==> config.mk <==
export PLATFORM = sky130hd
export DESIGN_NAME = swmm_reduce
export DESIGN_NICKNAME = d
export VERILOG_FILES = /design/src/sv/swmm_pkg.sv /design/src/sv/swmm_reduce.sv
export SDC_FILE = /design/constraint.sdc
export NUM_CORES = 2
export LEC_CHECK = 0
export BUFFER_PORTS_ARGS = -buffer_cell sky130_fd_sc_hd__buf_2
export CORE_AREA = 2 2 409 411
export DETAILED_ROUTE_END_ITERATION = 6
export DIE_AREA = 0 0 411 413
export SYNTH_ARGS = -nofsm -noshare
export SYNTH_HDL_FRONTEND = slang
export SYNTH_SLANG_ARGS = --single-unit
==> constraint.sdc <==
create_clock -name clock -period 45.7 [get_ports clock]
set_clock_uncertainty 0.15 [all_clocks]
set_input_delay 9.14 -clock clock [delete_from_list [all_inputs] [get_ports clock]]
set_output_delay 9.14 -clock clock [all_outputs]
set_load 0.02 [all_outputs]
==> src/sv/swmm_pkg.sv <==
`timescale 1ns / 1ps
// Shared types and constants for the sliding window min/max filter.
// No dependencies.
package swmm_pkg;

   localparam int RADIUS_BITS    = 5;
   localparam int FILL_BITS      = RADIUS_BITS + 1;
   localparam int GROUP_SIZE     = 8;
   localparam int CSR_INDEX_BITS = 1;
   localparam int CSR_DATA_BITS  = 5;

   localparam logic [CSR_INDEX_BITS-1:0] CSR_RADIUS      = 1'b0;
   localparam logic [CSR_INDEX_BITS-1:0] CSR_DILATE_MODE = 1'b1;

   // one window evaluation in flight
   typedef struct packed {
      logic                   mode;
      logic                   flush;
      logic                   row_last;
      logic [RADIUS_BITS-1:0] lag;
      logic [RADIUS_BITS-1:0] radius;
      logic [FILL_BITS-1:0]   fill;
   } job_type;

endpackage

==> src/sv/swmm_reduce.sv <==
`timescale 1ns / 1ps
// Two-level registered min/max tree over the masked window, plus result register.
// Depends on swmm_pkg.
module swmm_reduce import swmm_pkg::*; #(
   parameter int MAX_RADIUS = 31,
   parameter int SAMPLE_BITS = 16,
   localparam int WIN_DEPTH = 2 * MAX_RADIUS + 1
) (
   input  logic                   clock,
   input  logic                   reset,
   input  logic                   job_valid,
   input  job_type                job,
   input  logic [SAMPLE_BITS-1:0] store [WIN_DEPTH],
   output logic                   job_adv,
   input  logic                   rsp_ready,
   output logic                   rsp_valid,
   output logic [SAMPLE_BITS-1:0] rsp_value,
   output logic                   rsp_last
);

   localparam int GROUPS = (WIN_DEPTH + GROUP_SIZE - 1) / GROUP_SIZE;

   function automatic logic [SAMPLE_BITS-1:0] pick(input logic dilate,
                                                   input logic [SAMPLE_BITS-1:0] a,
                                                   input logic [SAMPLE_BITS-1:0] b);
      if (dilate) begin
         return (a > b) ? a : b;
      end
      return (a < b) ? a : b;
   endfunction

   logic [FILL_BITS-1:0]   hi;
   logic [SAMPLE_BITS-1:0] neutral;
   logic [SAMPLE_BITS-1:0] part_ff [GROUPS];
   logic [SAMPLE_BITS-1:0] part_ff_in [GROUPS];
   logic                   part_valid_ff, part_mode_ff, part_last_ff;
   logic                   rsp_valid_ff, rsp_last_ff;
   logic [SAMPLE_BITS-1:0] rsp_value_ff, rsp_value_ff_in;
   logic                   adv_b, adv_c;

   assign adv_c   = !rsp_valid_ff || rsp_ready;
   assign adv_b   = !part_valid_ff || adv_c;
   assign job_adv = !job_valid || adv_b;

   // entries up to lag + radius that belong to the current row
   always_comb begin
      logic [SAMPLE_BITS-1:0] acc;
      hi      = FILL_BITS'(job.lag) + FILL_BITS'(job.radius);
      neutral = job.mode ? '0 : '1;
      for (int g = 0; g < GROUPS; g++) begin
         acc = neutral;
         for (int j = 0; j < GROUP_SIZE; j++) begin
            if (g * GROUP_SIZE + j < WIN_DEPTH) begin
               if ((FILL_BITS'(g * GROUP_SIZE + j) <= hi) &&
                   (FILL_BITS'(g * GROUP_SIZE + j) < job.fill)) begin
                  acc = pick(job.mode, acc, store[g * GROUP_SIZE + j]);
               end
            end
         end
         part_ff_in[g] = acc;
      end
   end

   always_comb begin
      rsp_value_ff_in = part_mode_ff ? '0 : '1;
      for (int g = 0; g < GROUPS; g++) begin
         rsp_value_ff_in = pick(part_mode_ff, rsp_value_ff_in, part_ff[g]);
      end
   end

   always_ff @(posedge clock) begin
      if (reset) begin
         part_valid_ff <= 1'b0;
         rsp_valid_ff  <= 1'b0;
      end else begin
         if (adv_b) begin
            part_valid_ff <= job_valid;
         end
         if (adv_c) begin
            rsp_valid_ff <= part_valid_ff;
         end
      end
   end

   always_ff @(posedge clock) begin
      if (adv_b) begin
         part_ff      <= part_ff_in;
         part_mode_ff <= job.mode;
         part_last_ff <= job.row_last;
      end
      if (adv_c) begin
         rsp_value_ff <= rsp_value_ff_in;
         rsp_last_ff  <= part_last_ff;
      end
   end

   assign rsp_valid = rsp_valid_ff;
   assign rsp_value = rsp_value_ff;
   assign rsp_last  = rsp_last_ff;

endmodule
==> reports/results.txt <==
The flow ran to the end, but the final reports show violations. The checks that failed: DRC. Adding up every negative setup slack in the final design gives 0 ns. The power density over cell area is 54.1 nW/um2. The post-CTS repair timing setup buffer count was 0; the final setup violation count was 0. For this run, design rule violations remaining after detail routing come to 4. After clock tree synthesis, the repair step resized 0 gates. Critical register-to-register path startpoint: part_mode_ff. The sequential fraction of design power was 0.089; the full die area was 170000 um2. At the end of the flow, the number of nets in the layout was 10.4k.

At the end of routability-driven placement, the weighted congestion stood at 1.01. The clock passes through at most 2 buffers. Port buffering added 1048 buffers.

The worst path required time is 45.75 ns, and the CTS clock-pin slew for the worst setup and hold paths is 0.07 ns. Internal power comes to 1.47 mW. At the later pin of the worst-skew pair, clock insertion delay measures 0.49 ns. For the worst flop-to-flop path, the logic depth is 72. For the count of yosys warnings during synthesis, the log shows 0. The number of global-route vias before repair was 56.9k. Dividing the detail-routed wire length by the instance count gives 25.0 um.

For the number of slew-limit violations in the final report, the log shows 0. Setup repair after global routing left no endpoint under its margin. The most prevalent standard cell on the critical path was ha_1.

The tools report the destination of the worst hold path as rsp_last. The maximum ir drop on the vdd rail was 92.1 uV. In this run the count of I/O pins placed on the die edge is 1050. The fraction of power spent switching nets works out to 0.561. The placed instances occupy a cell area of 60900 um2. The run gives 143 as the initial antenna violation count. For the max-capacitance violation count, the log shows 0.

For the power spent charging and discharging nets, the log shows 1.87 mW. The area growth from synthesis to layout is 16.0%. The die is 413 um tall. Averaged over all synthesized cells, the footprint is 7.25 um2. TritonCTS created 17 clock buffers.

The tools report the first-pass GRT wire length as 372 mm. The logs give 0.867 for the combinational cell fraction of total power and 59.9k for the total via count in the routed design. The H-tree was split into 4 levels. The post-route fraction of the period consumed by the critical path came out at 0.685. In the post-route analysis, the smallest setup slack over all paths is 14.38 ns. On the critical path, the stage with the largest delay is an instance of or4_1. The detailed router finished its first iteration with 4865 violations.

The number of stages on the worst hold path works out to 0. Derived from the worst setup path, the maximum achievable clock frequency is 0.0319 GHz. Fraction of final layout cells sized beyond drive strength 1: 0.196. The largest single stage delay on the critical path is 0.89 ns. The die width came out at 411 um.

Once layout is done, the placed cells without fillers occupy 61700 um2. For the unique cell type count in the Yosys netlist, the log shows 102. Worst slew margin relative to its limit: 0.141.

Leaving out fill and tap cells, the most frequent cells in the layout are inv_1, ha_1, buf_2. Timing analysis after detailed placement gives a worst setup slack of 14.24 ns. The sequential area share after synthesis was 0.0838; the maximum fanout along the worst path was 92. The startpoint identified for the worst hold timing path is part_last_ff. Counting flops with a built-in enable in the synthesized netlist gives 147. TritonCTS built the clock tree. Synthesis produced a netlist with a net count of 9509.

The gate count of the mapped netlist came out at 7336. The core area is 166000 um2, and the total congestion overflow is 0. The row count is 150, and the synthesized cell area is 53200 um2. The classification of the worst setup path was primary input to flop.

The most frequent standard cell in the layout excluding fill and tap cells was inv_1. Before antenna repair, the detailed router went through 7 iterations. The final core utilization came out at 0.372. The number of hold buffers added after CTS was 0. The number of antenna-violating nets in the routed design was 0; the leakage power of the design was 32.0 nW. The portion of total power attributed to the clock network was 0.044; the count of final hold-check violations was 0.

At the pin with the least slew margin, the transition time is 1.29 ns. The cell sitting at the root of the clock tree is a clkbuf_16. The number of clock sinks was 149; the number of storage elements in the synthesis netlist was 149. The nature of the critical path endpoint is a flop. The most used flip-flop cell after synthesis was edfxtp_1.

Kind of start point of the critical path: a primary input. The destination of the worst register-to-register timing path was rsp_value[1]. Entering global routing, the biggest net connects 93 pins. The post-detailed-placement half-perimeter wirelength came out at 229 mm. The worst hold path belongs to the class flop to flop. The final critical-path required period works out to 31.32 ns. The data arrival time at the worst-slack endpoint is 31.37 ns, and the share of synthesized registers carrying an async set or reset is 0. The worst register-to-register path has a setup slack of 24.16 ns. After detailed routing, the number of vias per cell comes to 5.70. The aggregate global-route resource usage was 0.294.

The logs give 262 mm for the total wire length after detailed routing and 0.320 for the initial cell density of the core.
[area by class of cell]
cell class | count | area (um2)
sequential | 149 | 4450
antenna | 89 | 223
clock inverter | 15 | 156
tap | 2204 | 2760
multi-input combinational | 5718 | 43400
fill | 17900 | 104000
timing repair buffer | 1134 | 5900
inverter | 1175 | 4420
clock buffer | 17 | 425
[state kept, by name, summed over array words and instances, names as in the netlist]
register and count:
part_last_ff 1, rsp_valid 1, rsp_value 16, part_mode_ff 1, part_ff 128, rsp_last 1, part_valid_ff 1
[worst max-delay path: cells and delay by family]
family	cells	cell delay (ns)
mux	3	1.29
simple gates	20	6.61
fa+ha+maj	8	2.34
buf+inv	4	1.52
compound gates	36	10.32
[per-layer routing]
metal	GRT usage	share of wire	wire length [um]
met5	0	0.0020	522
met4	0.130	0.047	12400
met3	0.0557	0.066	17400
met2	0.503	0.47	124000
met1	0.356	0.41	108000
[power groups by stage]
stage	combinational, mW	clock (mW)	sequential (mW)
2_1_floorplan	1.97	0	0.277
3_3_place_gp	2.79	0	0.299
3_5_place_dp	2.84	0	0.297
4_1_cts	2.86	0.152	0.297
5_1_grt	3.21	0.157	0.302
6_report	2.89	0.148	0.298
[kinds of logic (layout without fill, tap and decap cells)]
logic type / after synthesis / in the layout / share of synthesized area
muxes: 341 / 341 / 0.0733
xor gates and xnor gates: 4 / 4 / 0.000800
adders and majority gates: 1142 / 1142 / 0.269
AOI/OAI and AO/OA: 2206 / 2206 / 0.284
and+or+nand+nor: 2025 / 2025 / 0.183
DFF: 149 / 149 / 0.0838
other: 0 / 89 / 0
buffers and inverters: 1469 / 2341 / 0.106
[cell usage after synthesis (all sizes together), types with 20 or more instances]
library cell / number / area share
a2111oi: 36 / 0.0066
a211o: 35 / 0.0058
a211oi: 62 / 0.0089
a21boi: 21 / 0.0030
a21o: 129 / 0.018
a21oi: 528 / 0.050
a221o: 33 / 0.0062
a221oi: 54 / 0.0089
a22o: 45 / 0.0074
a22oi: 60 / 0.0085
a311oi: 31 / 0.0053
a31oi: 141 / 0.017
and2: 75 / 0.0088
and3: 52 / 0.0061
and4: 27 / 0.0044
buf: 76 / 0.0072
clkbuf: 218 / 0.015
edfxtp: 147 / 0.083
ha: 1141 / 0.27
inv: 1173 / 0.083
mux2: 316 / 0.069
mux2i: 25 / 0.0047
nand2: 591 / 0.042
nand2b: 64 / 0.0075
nand3: 160 / 0.015
nand4: 191 / 0.022
nor2: 531 / 0.037
nor2b: 73 / 0.0086
nor3: 79 / 0.0077
nor4: 42 / 0.0052
o211a: 24 / 0.0045
o211ai: 89 / 0.013
o21a: 166 / 0.023
o21ai: 331 / 0.031
o221a: 23 / 0.0049
o221ai: 80 / 0.013
o22a: 29 / 0.0048
o22ai: 67 / 0.0080
o2bb2ai: 20 / 0.0033
o31ai: 48 / 0.0068
or2: 36 / 0.0042
or3: 60 / 0.0071
[per-stage QoR]
| stage | hold WS (ns) | instances | total power, mW |
|---|---|---|---|
| 2_1_floorplan | 0.250 | 7336 | 2.25 |
| 3_3_place_gp | 0.255 | 10400 | 3.09 |
| 3_5_place_dp | 0.271 | 10400 | 3.14 |
| 4_1_cts | 0.280 | 10400 | 3.31 |
| 5_1_grt | 0.294 | 10500 | 3.67 |
| 6_report | 0.278 | 10500 | 3.34 |
[how the worst max path moves through the flow]
stage / startpoint / end / slack (ns) / depth (start not counted)
floorplan: job[18] / part_ff[26] / 13.70 / 87
global placement: job[18] / part_ff[113] / 14.34 / 71
detailed placement: job[18] / part_ff[16] / 14.24 / 75
CTS: job[18] / part_ff[16] / 14.66 / 75
global route: job[18] / part_ff[16] / 12.57 / 77
finish: job[18] / part_ff[113] / 14.38 / 71
No activity file was read; power rests on OpenSTA's default activity.
