--- src/sv/swmm_pkg.sv ---
`timescale 1ns / 1ps
// Shared types and constants for the sliding window min/max filter.
// No dependencies.
package swmm_pkg;

   localparam int RADIUS_BITS    = 5;
   localparam int FILL_BITS      = RADIUS_BITS + 1;
   localparam int GROUP_SIZE     = 8;
   localparam int CSR_INDEX_BITS = 1;
   localparam int CSR_DATA_BITS  = 5;

   localparam logic [CSR_INDEX_BITS-1:0] CSR_RADIUS      = 1'b0;
   localparam logic [CSR_INDEX_BITS-1:0] CSR_DILATE_MODE = 1'b1;

   // one window evaluation in flight
   typedef struct packed {
      logic                   mode;
      logic                   flush;
      logic                   row_last;
      logic [RADIUS_BITS-1:0] lag;
      logic [RADIUS_BITS-1:0] radius;
      logic [FILL_BITS-1:0]   fill;
   } job_type;

endpackage

--- src/sv/swmm_seq.sv ---
`timescale 1ns / 1ps
// Config registers, sample shift line, row fill count and window job sequencer.
// Depends on swmm_pkg.
module swmm_seq import swmm_pkg::*; #(
   parameter int MAX_RADIUS = 31,
   parameter int SAMPLE_BITS = 16,
   localparam int WIN_DEPTH = 2 * MAX_RADIUS + 1
) (
   input  logic                      clock,
   input  logic                      reset,
   input  logic                      csr_wr_en,
   input  logic [CSR_INDEX_BITS-1:0] csr_index,
   input  logic [CSR_DATA_BITS-1:0]  csr_wr_data,
   input  logic                      req_valid,
   input  logic [SAMPLE_BITS-1:0]    req_sample,
   input  logic                      req_row_end,
   output logic                      req_ready,
   input  logic                      job_adv,
   output logic                      job_valid,
   output job_type                   job,
   output logic                      flush_more,
   output logic [SAMPLE_BITS-1:0]    store [WIN_DEPTH]
);

   localparam logic [RADIUS_BITS-1:0] RADIUS_CAP = RADIUS_BITS'(MAX_RADIUS);
   localparam logic [FILL_BITS-1:0]   FILL_CAP   = FILL_BITS'(WIN_DEPTH);

   logic [RADIUS_BITS-1:0] radius_ff, radius_ff_in, r_eff;
   logic                   mode_ff, mode_ff_in;
   logic [FILL_BITS-1:0]   fill_ff, fill_ff_in, fill_next, flush_span;
   logic                   job_valid_ff, job_valid_ff_in, new_valid, accept;
   job_type                job_ff, job_ff_in, new_job;
   logic [SAMPLE_BITS-1:0] store_ff [WIN_DEPTH];
   logic [SAMPLE_BITS-1:0] store_ff_in [WIN_DEPTH];

   always_comb begin
      radius_ff_in = radius_ff;
      mode_ff_in   = mode_ff;
      if (csr_wr_en) begin
         case (csr_index)
            CSR_RADIUS: begin
               radius_ff_in = csr_wr_data[RADIUS_BITS-1:0];
            end
            CSR_DILATE_MODE: begin
               mode_ff_in = csr_wr_data[0];
            end
            default: begin
               radius_ff_in = radius_ff;
            end
         endcase
      end
   end

   always_comb begin
      r_eff      = (radius_ff > RADIUS_CAP) ? RADIUS_CAP : radius_ff;
      fill_next  = (fill_ff < FILL_CAP) ? fill_ff + 1'b1 : fill_ff;
      flush_span = fill_next - 1'b1;

      new_job.mode   = mode_ff;
      new_job.flush  = req_row_end;
      new_job.radius = r_eff;
      new_job.fill   = fill_next;
      if (req_row_end) begin
         new_job.lag = (flush_span > {1'b0, r_eff}) ? r_eff
                                                     : flush_span[RADIUS_BITS-1:0];
      end else begin
         new_job.lag = r_eff;
      end
      new_job.row_last = req_row_end && (new_job.lag == '0);
      new_valid        = req_row_end || (fill_next > {1'b0, r_eff});

      flush_more = job_valid_ff && job_ff.flush && (job_ff.lag != '0);
      req_ready  = job_adv && !flush_more;
      accept     = req_valid && req_ready;

      job_valid_ff_in = job_valid_ff;
      job_ff_in       = job_ff;
      if (job_adv) begin
         if (flush_more) begin
            job_valid_ff_in    = 1'b1;
            job_ff_in.lag      = job_ff.lag - 1'b1;
            job_ff_in.row_last = (job_ff.lag == RADIUS_BITS'(1));
         end else if (accept) begin
            job_valid_ff_in = new_valid;
            job_ff_in       = new_job;
         end else begin
            job_valid_ff_in = 1'b0;
         end
      end

      fill_ff_in  = fill_ff;
      store_ff_in = store_ff;
      if (accept) begin
         fill_ff_in     = req_row_end ? '0 : fill_next;
         store_ff_in[0] = req_sample;
         for (int k = 1; k < WIN_DEPTH; k++) begin
            store_ff_in[k] = store_ff[k-1];
         end
      end
   end

   always_ff @(posedge clock) begin
      if (reset) begin
         radius_ff    <= '0;
         mode_ff      <= 1'b1;
         fill_ff      <= '0;
         job_valid_ff <= 1'b0;
      end else begin
         radius_ff    <= radius_ff_in;
         mode_ff      <= mode_ff_in;
         fill_ff      <= fill_ff_in;
         job_valid_ff <= job_valid_ff_in;
      end
   end

   always_ff @(posedge clock) begin
      job_ff   <= job_ff_in;
      store_ff <= store_ff_in;
   end

   assign job_valid = job_valid_ff;
   assign job       = job_ff;
   assign store     = store_ff;

endmodule

--- config.mk ---
export PLATFORM = sky130hd
export DESIGN_NAME = swmm_seq
export DESIGN_NICKNAME = d
export VERILOG_FILES = /design/src/sv/swmm_pkg.sv /design/src/sv/swmm_seq.sv
export SDC_FILE = /design/constraint.sdc
export NUM_CORES = 1
export LEC_CHECK = 0
export BUFFER_PORTS_ARGS = -buffer_cell sky130_fd_sc_hd__buf_2
export CAP_MARGIN = 0
export CORE_AREA = 2 2 409 411
export DETAILED_ROUTE_END_ITERATION = 8
export DIE_AREA = 0 0 411 413
export GPL_TIMING_DRIVEN = 0
export PLACE_DENSITY_LB_ADDON = 0.05
export SYNTH_ARGS = -nofsm -noshare
export SYNTH_HDL_FRONTEND = slang
export SYNTH_SLANG_ARGS = --single-unit
export TNS_END_PERCENT = 5
--- constraint.sdc ---
create_clock -name clock -period 47.5 [get_ports clock]
set_input_delay 14.25 -clock clock [delete_from_list [all_inputs] [get_ports clock]]
set_output_delay 14.25 -clock clock [all_outputs]
set_load 0.02 [all_outputs]
==> flow_summary.yaml, run 1 <==
outcome:
  status: "complete, no violations"
cells_and_area:
  regArea_um2: 31100
  instances_no_fill: 4730
  drive_above_1_share_pct: 49.5
  multiInputGateArea_um2: 1030
  num-fill-cells: 16900
  area_growth_pct: 38.1
  nets: 2458
  final_cell_mix: "buf_2, edfxtp_1, clkbuf_16, clkbuf_1, clkinv_1"
  layout_commonest_cell: "buf_2"
  postLayoutCellArea_um2: 44600
critical_path:
  crit_type: "in -> out"
  crit_arrival_ps: 14730
  timing.rr.start: "job[13]"
  startpoint: "job_adv"
  r2r_slack_ps: 42910
  setup.worst_path.end: "req_ready"
  worstSetupStartpointType: "input port"
  crit_required_ps: 33250
  r2r_cells: 11
  crit_fanout: 4
  endpoint_kind: "primary output"
  timing.rr.end: "store[198]"
clock_tree:
  clkLatencyLatePin_ps: 730
  cts_sinks: 1040
  cts_buffer_depth: 3
  cts_tree: "done"
  cts_resized: 0
  cts_setup_buffers: 0
  cts-root-buf: "clkbuf_16"
  postCtsHoldBufs: 0
  htree_num_levels: 3
  clkTransAtPathRegs_ps: 60
  numCtsBuffers: 121
timing:
  tightest_slew_ps: 906
  fmax_mhz: 34.5
  final.min_clock_period_ps: 28980
  slew_violations: 0
  post-route-period-util_pct: 61.0
  fin_ws_ps: 18520
  setup_viol: 0
  rsz0062_at_grt: "false"
  hold_violations: 0
  finalClockSkew_ps: 21.1
  max_slew_margin_pct: 39.6
floorplan:
  initial_core_util_pct: 19.5
  num_io_pins: 1058
  die-width_um: 411
  fp.dieH_um: 413
  rows: 150
  core-area_um2: 166000
  dieArea_um2: 170000
logic_synthesis:
  yosysSeqAreaShare_pct: 96.4
  synth.area.top_cells: "edfxtp_1, dfxtp_1, ha_1, a21oi_1, nor2_1"
  ys_ff_latch: 1040
  async_reset_ff_share_pct: 0
  syn_inst: 1221
  yosysTopAreaCell: "edfxtp_1"
  avgSynthCellArea_um2: 26.4
  synthesis.nets: 1261
  ys.flop_type: "edfxtp_1"
  synth_warnings: 0
  synth_edf_count: 1027
  synth_area_um2: 32300
  synth_top_cell_area_share_pct: 95.6
  ys_types: 46
power_and_ir_drop:
  p_seq_share_pct: 51.5
  leakage_nw: 15.4
  p_switching_uw: 469
  p_per_area_nw_per_um2: 46.1
  p_comb_share_pct: 5.1
  clkPwrFrac_pct: 43.4
  p_sw_share_pct: 22.8
  peakVddDrop_mv: 0.0285
  intPower_mw: 1.58
routing:
  drt_iter0_drc: 1035
  viasPerCell: 3.56
  met3_length_um: 14700
  wl_met2_um: 52500
  post-route-drc-count: 0
  wl_um: 106000
  routedWlPerCell_um: 22.4
  final_antenna_net_count: 0
  drt_pass1_iterations: 8
  met1_length_um: 36500
  dr_total_vias: 16900
  maxUsedRoutingLayer: "met4"
place:
  io_buffer_count: 1057
  placed_cell_area_um2: 40800
  place_ws_ps: 18530
  post-dp-hpwl_um: 80400
  dp.cells: 4499
  gp_congestion: 0.829
global_routing:
  grt_overflow: 0
  grt_pass1_wl_um: 141000
  grt_usage_pct: 11.8
  antenna_found_initial: 2
  grt_max_degree: 68
  grt_pass1_vias: 17400
min_path:
  min_path_cells: 0
  hold_path.class: "reg -> reg"
run:
  cap_violations: 0
power by group through the flow:
stage,Sequential (mW),Combinational [mW],Clock (mW)
2_1_floorplan,1.16,0.0202,0
4_1_cts,1.06,0.109,0.933
5_1_grt,1.06,0.113,0.968
6_report,1.06,0.105,0.892
3_5_place_dp,1.08,0.109,0
3_3_place_gp,1.16,0.104,0
worst min-delay path by stage:
stage | startpoint | to
global placement | mode_ff | job[18]
finish | mode_ff | job[18]
floorplan | mode_ff | job[18]
global route | mode_ff | job[18]
detailed placement | mode_ff | job[18]
CTS | mode_ff | job[18]
critical path, stage by stage:
cell and delay (ps):
buf_2 110, and2_1 150, buf_2 220
cells by family (layout without fill, tap and decap cells):
family | after synthesis | in the layout | synth area share, %
buffers and inverters | 32 | 1336 | 0.450
AO/OA/AOI/OAI | 50 | 50 | 1.05
XOR/XNOR | 8 | 8 | 0.240
other | 0 | 1 | 0
AND/OR/NAND/NOR | 76 | 76 | 1.32
adder cells (fa/ha/maj) | 12 | 12 | 0.465
multiplexers | 3 | 3 | 0.105
flip-flops | 1040 | 1040 | 96.4
flip-flops by register name, summed over array words and instances (netlist names):
| signal | count |
|---|---|
| job | 19 |
| store | 1008 |
| job_valid | 1 |
| radius_ff | 5 |
| fill_ff | 6 |
| mode_ff | 1 |
Yosys cell counts (2+ instances only):
cell and number:
buf_2 2, xor2_1 2, dfxtp_1 13, edfxtp_1 1027
ha_1 12, o21ai_0 3, nand4_1 5, nor2_1 20
mux2i_1 2, nor4_1 4, o21a_1 6, nand2_1 11
a21boi_0 2, buf_6 3, nor4b_1 4, a21o_1 2
nor3_1 8, nand2b_1 3, clkbuf_1 12, nand3b_1 3
inv_1 15, a211oi_1 2, o211ai_1 4, xnor2_1 5
a21oi_1 19, nand3_1 8, a311o_1 5
metrics by stage:
stage               utilization (%)  total power [mW]  setup TNS, ps  hold slack [ps]
global placement               24.3              1.26       -9217660              412
finish                         26.9              2.05              0              428
global route                   26.9              2.14              0              433
floorplan                         -              1.18              0              402
detailed placement             24.6              1.19              0              410
CTS                            26.9              2.10              0              426
per-layer routing:
| metal | up-vias | track usage (%) |
|---|---|---|
| met5 | - | 0 |
| met2 | 773 | 20.0 |
| li1 | 7375 | - |
| met3 | 134 | 7.55 |
| met1 | 8577 | 12.0 |
| met4 | 0 | 3.39 |
final cells by class:
class,count,area share (%)
Sequential cell,1040,69.8
Antenna cell,1,0.00561
Clock inverter,73,1.08
Inverter,15,0.126
Tap cell,2204,6.19
Buffer,17,0.208
Multi-Input combinational cell,149,2.31
Timing Repair Buffer,1074,12.9
Clock buffer,157,7.40
Power figures use the tool's default switching activity.
==> run 2, diff against run 1 <==
- ABC_AREA: default -> 1
- CORE_AREA: 2 2 409 411 -> 2 2 407 409
- DIE_AREA: 0 0 411 413 -> 0 0 409 411
- clock period: 47.5 -> 29.2 ns (I/O delays scaled with it)
==> flow_summary.yaml, run 2 <==
clock_tree:
  clkTransAtPathRegs_ps: 60
  cts_setup_buffers: 0
  htree_num_levels: 4
  cts_resized: 0
  cts_buffer_depth: 3
  numCtsBuffers: 130
  postCtsHoldBufs: 0
  cts-root-buf: "clkbuf_16"
  clkLatencyLatePin_ps: 750
  cts_sinks: 1040
  cts_tree: "done"
routing:
  wl_um: 109000
  wl_met2_um: 54300
  routedWlPerCell_um: 22.9
  met1_length_um: 35600
  dr_total_vias: 16800
  final_antenna_net_count: 0
  drt_pass1_iterations: 6
  met3_length_um: 16600
  maxUsedRoutingLayer: "met4"
  drt_iter0_drc: 920
  post-route-drc-count: 0
  viasPerCell: 3.54
timing:
  final.min_clock_period_ps: 18000
  max_slew_margin_pct: 59.4
  hold_ws_ps: 418
  fin_ws_ps: 11200
  fmax_mhz: 55.6
  post-route-period-util_pct: 61.6
  finalClockSkew_ps: 28.6
  rsz0062_at_grt: "false"
  tightest_slew_ps: 609
  setup_viol: 0
  slew_violations: 0
  hold_violations: 0
cells_and_area:
  largest_reg_flops: 1008
  instances_no_fill: 4749
  nets: 2503
  utilization_pct: 27.4
  layout_commonest_cell: "buf_2"
  area_growth_pct: 39.4
  drive_above_1_share_pct: 50.2
  final_cell_mix: "buf_2, edfxtp_1, clkbuf_16, nand2_1, clkbuf_1"
  diodes: 0
  postLayoutCellArea_um2: 44900
logic_synthesis:
  yosys-top-cells-count: "edfxtp_1, nand2_1, inv_1"
  ys_types: 28
  synth.area.top_cells: "edfxtp_1, dfxtp_1, nand2_1, ha_1, inv_1"
  syn_inst: 1239
  async_reset_ff_share_pct: 0
  synth_warnings: 0
  ys_ff_latch: 1040
  post-synth-top-count-cell: "edfxtp_1"
  synth_edf_count: 1027
  yosysSeqAreaShare_pct: 96.6
  yosysTopAreaCell: "edfxtp_1"
  synthesis.nets: 1279
  synth_top_cell_area_share_pct: 95.8
  ys.flop_type: "edfxtp_1"
  avgSynthCellArea_um2: 26.0
  synth_area_um2: 32200
critical_path:
  crit_type: "in -> out"
  crit_fanout: 3
  crit_required_ps: 20440
  worstSetupStartpointType: "input port"
  endpoint_kind: "primary output"
  crit_arrival_ps: 9240
  r2r_slack_ps: 25220
global_routing:
  antenna_found_initial: 2
  grt_usage_pct: 12.5
  grt_max_degree: 40
  grt_pass1_wl_um: 146000
  grt_overflow: 0
  grt_pass1_vias: 17800
power_and_ir_drop:
  leakage_nw: 16.7
  peakVddDrop_mv: 0.0565
  p_per_area_nw_per_um2: 77.7
min_path:
  hold_path.class: "reg -> reg"
floorplan:
  core-area_um2: 164000
  initial_core_util_pct: 19.6
  dieArea_um2: 168000
  rows: 149
  die-width_um: 409
  fp.dieH_um: 411
  num_io_pins: 1058
place:
  gp_congestion: 0.804
  io_buffer_count: 1057
  dp.cells: 4520
  place_ws_ps: 11190
  post-dp-hpwl_um: 84000
  placed_cell_area_um2: 40900
outcome:
  status: "complete, no violations"
run:
  cap_violations: 0
run 2: logic make-up (layout without fill, tap and decap cells):
| kind of cell | count (synthesis) | count (layout) | synth area share [%] |
|---|---|---|---|
| flip-flops | 1040 | 1040 | 96.6 |
| AO/OA/AOI/OAI | 35 | 35 | 0.657 |
| adder cells (fa/ha/maj) | 12 | 12 | 0.466 |
| XOR/XNOR | 2 | 2 | 0.0544 |
| AND/OR/NAND/NOR | 112 | 112 | 1.77 |
| buffers and inverters | 38 | 1359 | 0.451 |
run 2: routing by layer:
| metal | track usage, % | vias to the layer above |
|---|---|---|
| met4 | 3.90 | 0 |
| met2 | 21.2 | 806 |
| li1 | - | 7396 |
| met3 | 8.79 | 140 |
| met1 | 11.8 | 8477 |
| met5 | 0 | - |
run 2: path summary, 6_finish.rpt:
kind | startpoint | to | cells after the start
min | store[504] | store[488] | 0
max | job_adv | req_ready | 4
min reg2reg | store[504] | store[488] | 0
max reg2reg | job[11] | store[885] | 16
run 2: layout make-up:
| cell class | instances | area (um^2) |
|---|---|---|
| Fill cell | 16600 | 119000 |
| Sequential cell | 1040 | 31100 |
| Timing Repair Buffer | 1092 | 6010 |
| Clock buffer | 176 | 3510 |
| Tap cell | 2189 | 2740 |
| Multi-Input combinational cell | 161 | 948 |
| Clock inverter | 53 | 433 |
| Inverter | 33 | 126 |
| Buffer | 5 | 18.8 |
run 2: critical path: stages:
cell and delay (ps):
buf_2 90, inv_1 50, nor2_2 130, buf_2 200
run 2: power by group:
| group | total (mW) | switching [mW] | internal, mW | leakage [nW] |
|---|---|---|---|---|
| sequential | 1.75 | 0.0326 | 1.72 | 9.69 |
| combinational | 0.222 | 0.166 | 0.0555 | 5.04 |
| clock | 1.52 | 0.623 | 0.892 | 1.92 |
| total | 3.49 | 0.822 | 2.66 | 16.6 |
run 2: stage by stage:
| step | TNS, ps | total power, mW |
|---|---|---|
| finish | 0 | 3.49 |
| global route | 0 | 3.63 |
| CTS | 0 | 3.57 |
| detailed placement | 0 | 2.01 |
| global placement | -2001570 | 2.05 |
| floorplan | 0 | 1.92 |
==> run 3, diff against run 2 <==
- CORE_AREA: 2 2 407 409 -> 2 2 408 410
- DIE_AREA: 0 0 409 411 -> 0 0 410 412
- clock period: 29.2 -> 15.75 ns (I/O delays scaled with it)
==> flow_summary.yaml, run 3 (synthesis gave the netlist of run 2 again) <==
critical_path:
  crit_path_top_delay_cell: "buf_2"
  crit_type: "in -> out"
  crit_fanout: 3
  crit_chain: "buf_2, inv_12, nor2_4, buf_2"
  crit_required_ps: 11030
  cp_slowest_stage_delay_ps: 200
  cp_common_cell: "buf_2"
  endpoint_kind: "primary output"
  worstSetupStartpointType: "input port"
  crit_arrival_ps: 5260
routing:
  wl_um: 110000
  post-route-drc-count: 0
  viasPerCell: 3.58
  met1_length_um: 36600
  dr_total_vias: 17000
  wl_met2_um: 54800
  final_antenna_net_count: 0
  maxUsedRoutingLayer: "met4"
  met3_length_um: 16200
  routedWlPerCell_um: 23.2
  drt_iter0_drc: 1091
  drt_pass1_iterations: 4
global_routing:
  grt_pass1_wl_um: 146000
  grt_max_degree: 37
  grt_overflow: 0
  grt_pass1_vias: 17500
  antenna_found_initial: 2
  grt_usage_pct: 12.5
place:
  gp_congestion: 0.824
  placed_cell_area_um2: 40900
  io_buffer_count: 1057
  dp.cells: 4519
  post-dp-hpwl_um: 84900
clock_tree:
  clkTransAtPathRegs_ps: 50
  cts-root-buf: "clkbuf_16"
  clkLatencyLatePin_ps: 770
  postCtsHoldBufs: 0
  cts_resized: 0
  htree_num_levels: 4
  numCtsBuffers: 130
  cts_sinks: 1040
  cts_setup_buffers: 0
  cts_tree: "done"
  cts_buffer_depth: 3
power_and_ir_drop:
  p_seq_share_pct: 50.0
  peakVddDrop_mv: 0.102
  leakage_nw: 16.7
  p_comb_share_pct: 6.4
  totalPowerFinal_mw: 6.49
  intPower_mw: 4.93
  p_per_area_nw_per_um2: 144
  clkPwrFrac_pct: 43.6
  p_switching_mw: 1.56
  p_sw_share_pct: 24.0
floorplan:
  num_io_pins: 1058
  core-area_um2: 164000
  die-width_um: 410
  initial_core_util_pct: 19.6
  rows: 149
  fp.dieH_um: 412
  dieArea_um2: 169000
cells_and_area:
  diodes: 0
  layout_commonest_cell: "buf_2"
  postLayoutCellArea_um2: 45000
  nets: 2502
  instances_no_fill: 4753
  num-fill-cells: 16800
  area_growth_pct: 39.6
  drive_above_1_share_pct: 50.1
  multiInputGateArea_um2: 953
  regArea_um2: 31100
  largest_reg_flops: 1008
  final_cell_mix: "buf_2, edfxtp_1, clkbuf_16, nand2_1, clkinv_1"
timing:
  rsz0062_at_grt: "false"
  hold_violations: 0
  setup_tns_ps: 0
  tightest_slew_ps: 633
  final.min_clock_period_ps: 9980
  max_slew_margin_pct: 57.8
  hold_ws_ps: 423
  post-route-period-util_pct: 63.4
  fmax_mhz: 100
  slew_violations: 0
  finalClockSkew_ps: 33.8
  setup_viol: 0
outcome:
  status: "complete, no violations"
min_path:
  hold_path.class: "reg -> reg"
run:
  cap_violations: 0
## run 3: cell count changes in the layout (fill, tap and decap cells not counted), sizes merged
cell,before,now
buf,1092,1091
bufinv,6,5
clkbuf,181,167
clkinv,40,57
clkinvlp,2,3
inv,38,40
## run 3: final timing paths
kind | from | end | slack (ps) | cells after the start
worst min register to register | store[565] | store[549] | 420 | 0
worst max register to register | job[11] | store[741] | 11640 | 17
worst max-delay path | job_adv | req_ready | 5770 | 4
worst min-delay path | store[565] | store[549] | 420 | 0
## run 3: metrics by stage
stage	utilization, %	setup WS, ps
floorplan	-	-7160
global placement	24.5	-16350
detailed placement	24.9	5760
CTS	27.4	5760
global route	27.4	5750
finish	27.4	5770
## run 3: layer usage
| metal | track usage [%] | up-vias |
|---|---|---|
| met5 | 0 | - |
| met4 | 4.08 | 0 |
| met3 | 8.53 | 150 |
| met2 | 21.1 | 814 |
| met1 | 12.1 | 8642 |
| li1 | - | 7399 |
## run 3: layout make-up
type,count,area share [%]
Sequential cell,1040,69.2
Clock inverter,72,1.22
Multi-Input combinational cell,161,2.12
Tap cell,2189,6.09
Buffer,5,0.0418
Inverter,33,0.309
Clock buffer,162,7.69
Timing Repair Buffer,1091,13.3
## run 3: worst max-delay path: cells and delay by family
family                 cells  cell delay [ps]
buffers and inverters      3              400
AND/OR/NAND/NOR            1              120
## run 3: power groups by stage
| stage | clock (mW) | sequential [mW] | combinational (mW) |
|---|---|---|---|
| floorplan | 0 | 3.50 | 0.0646 |
| global placement | 0 | 3.41 | 0.401 |
| detailed placement | 0 | 3.30 | 0.425 |
| CTS | 2.97 | 3.25 | 0.424 |
| global route | 3.06 | 3.26 | 0.438 |
| finish | 2.83 | 3.24 | 0.412 |
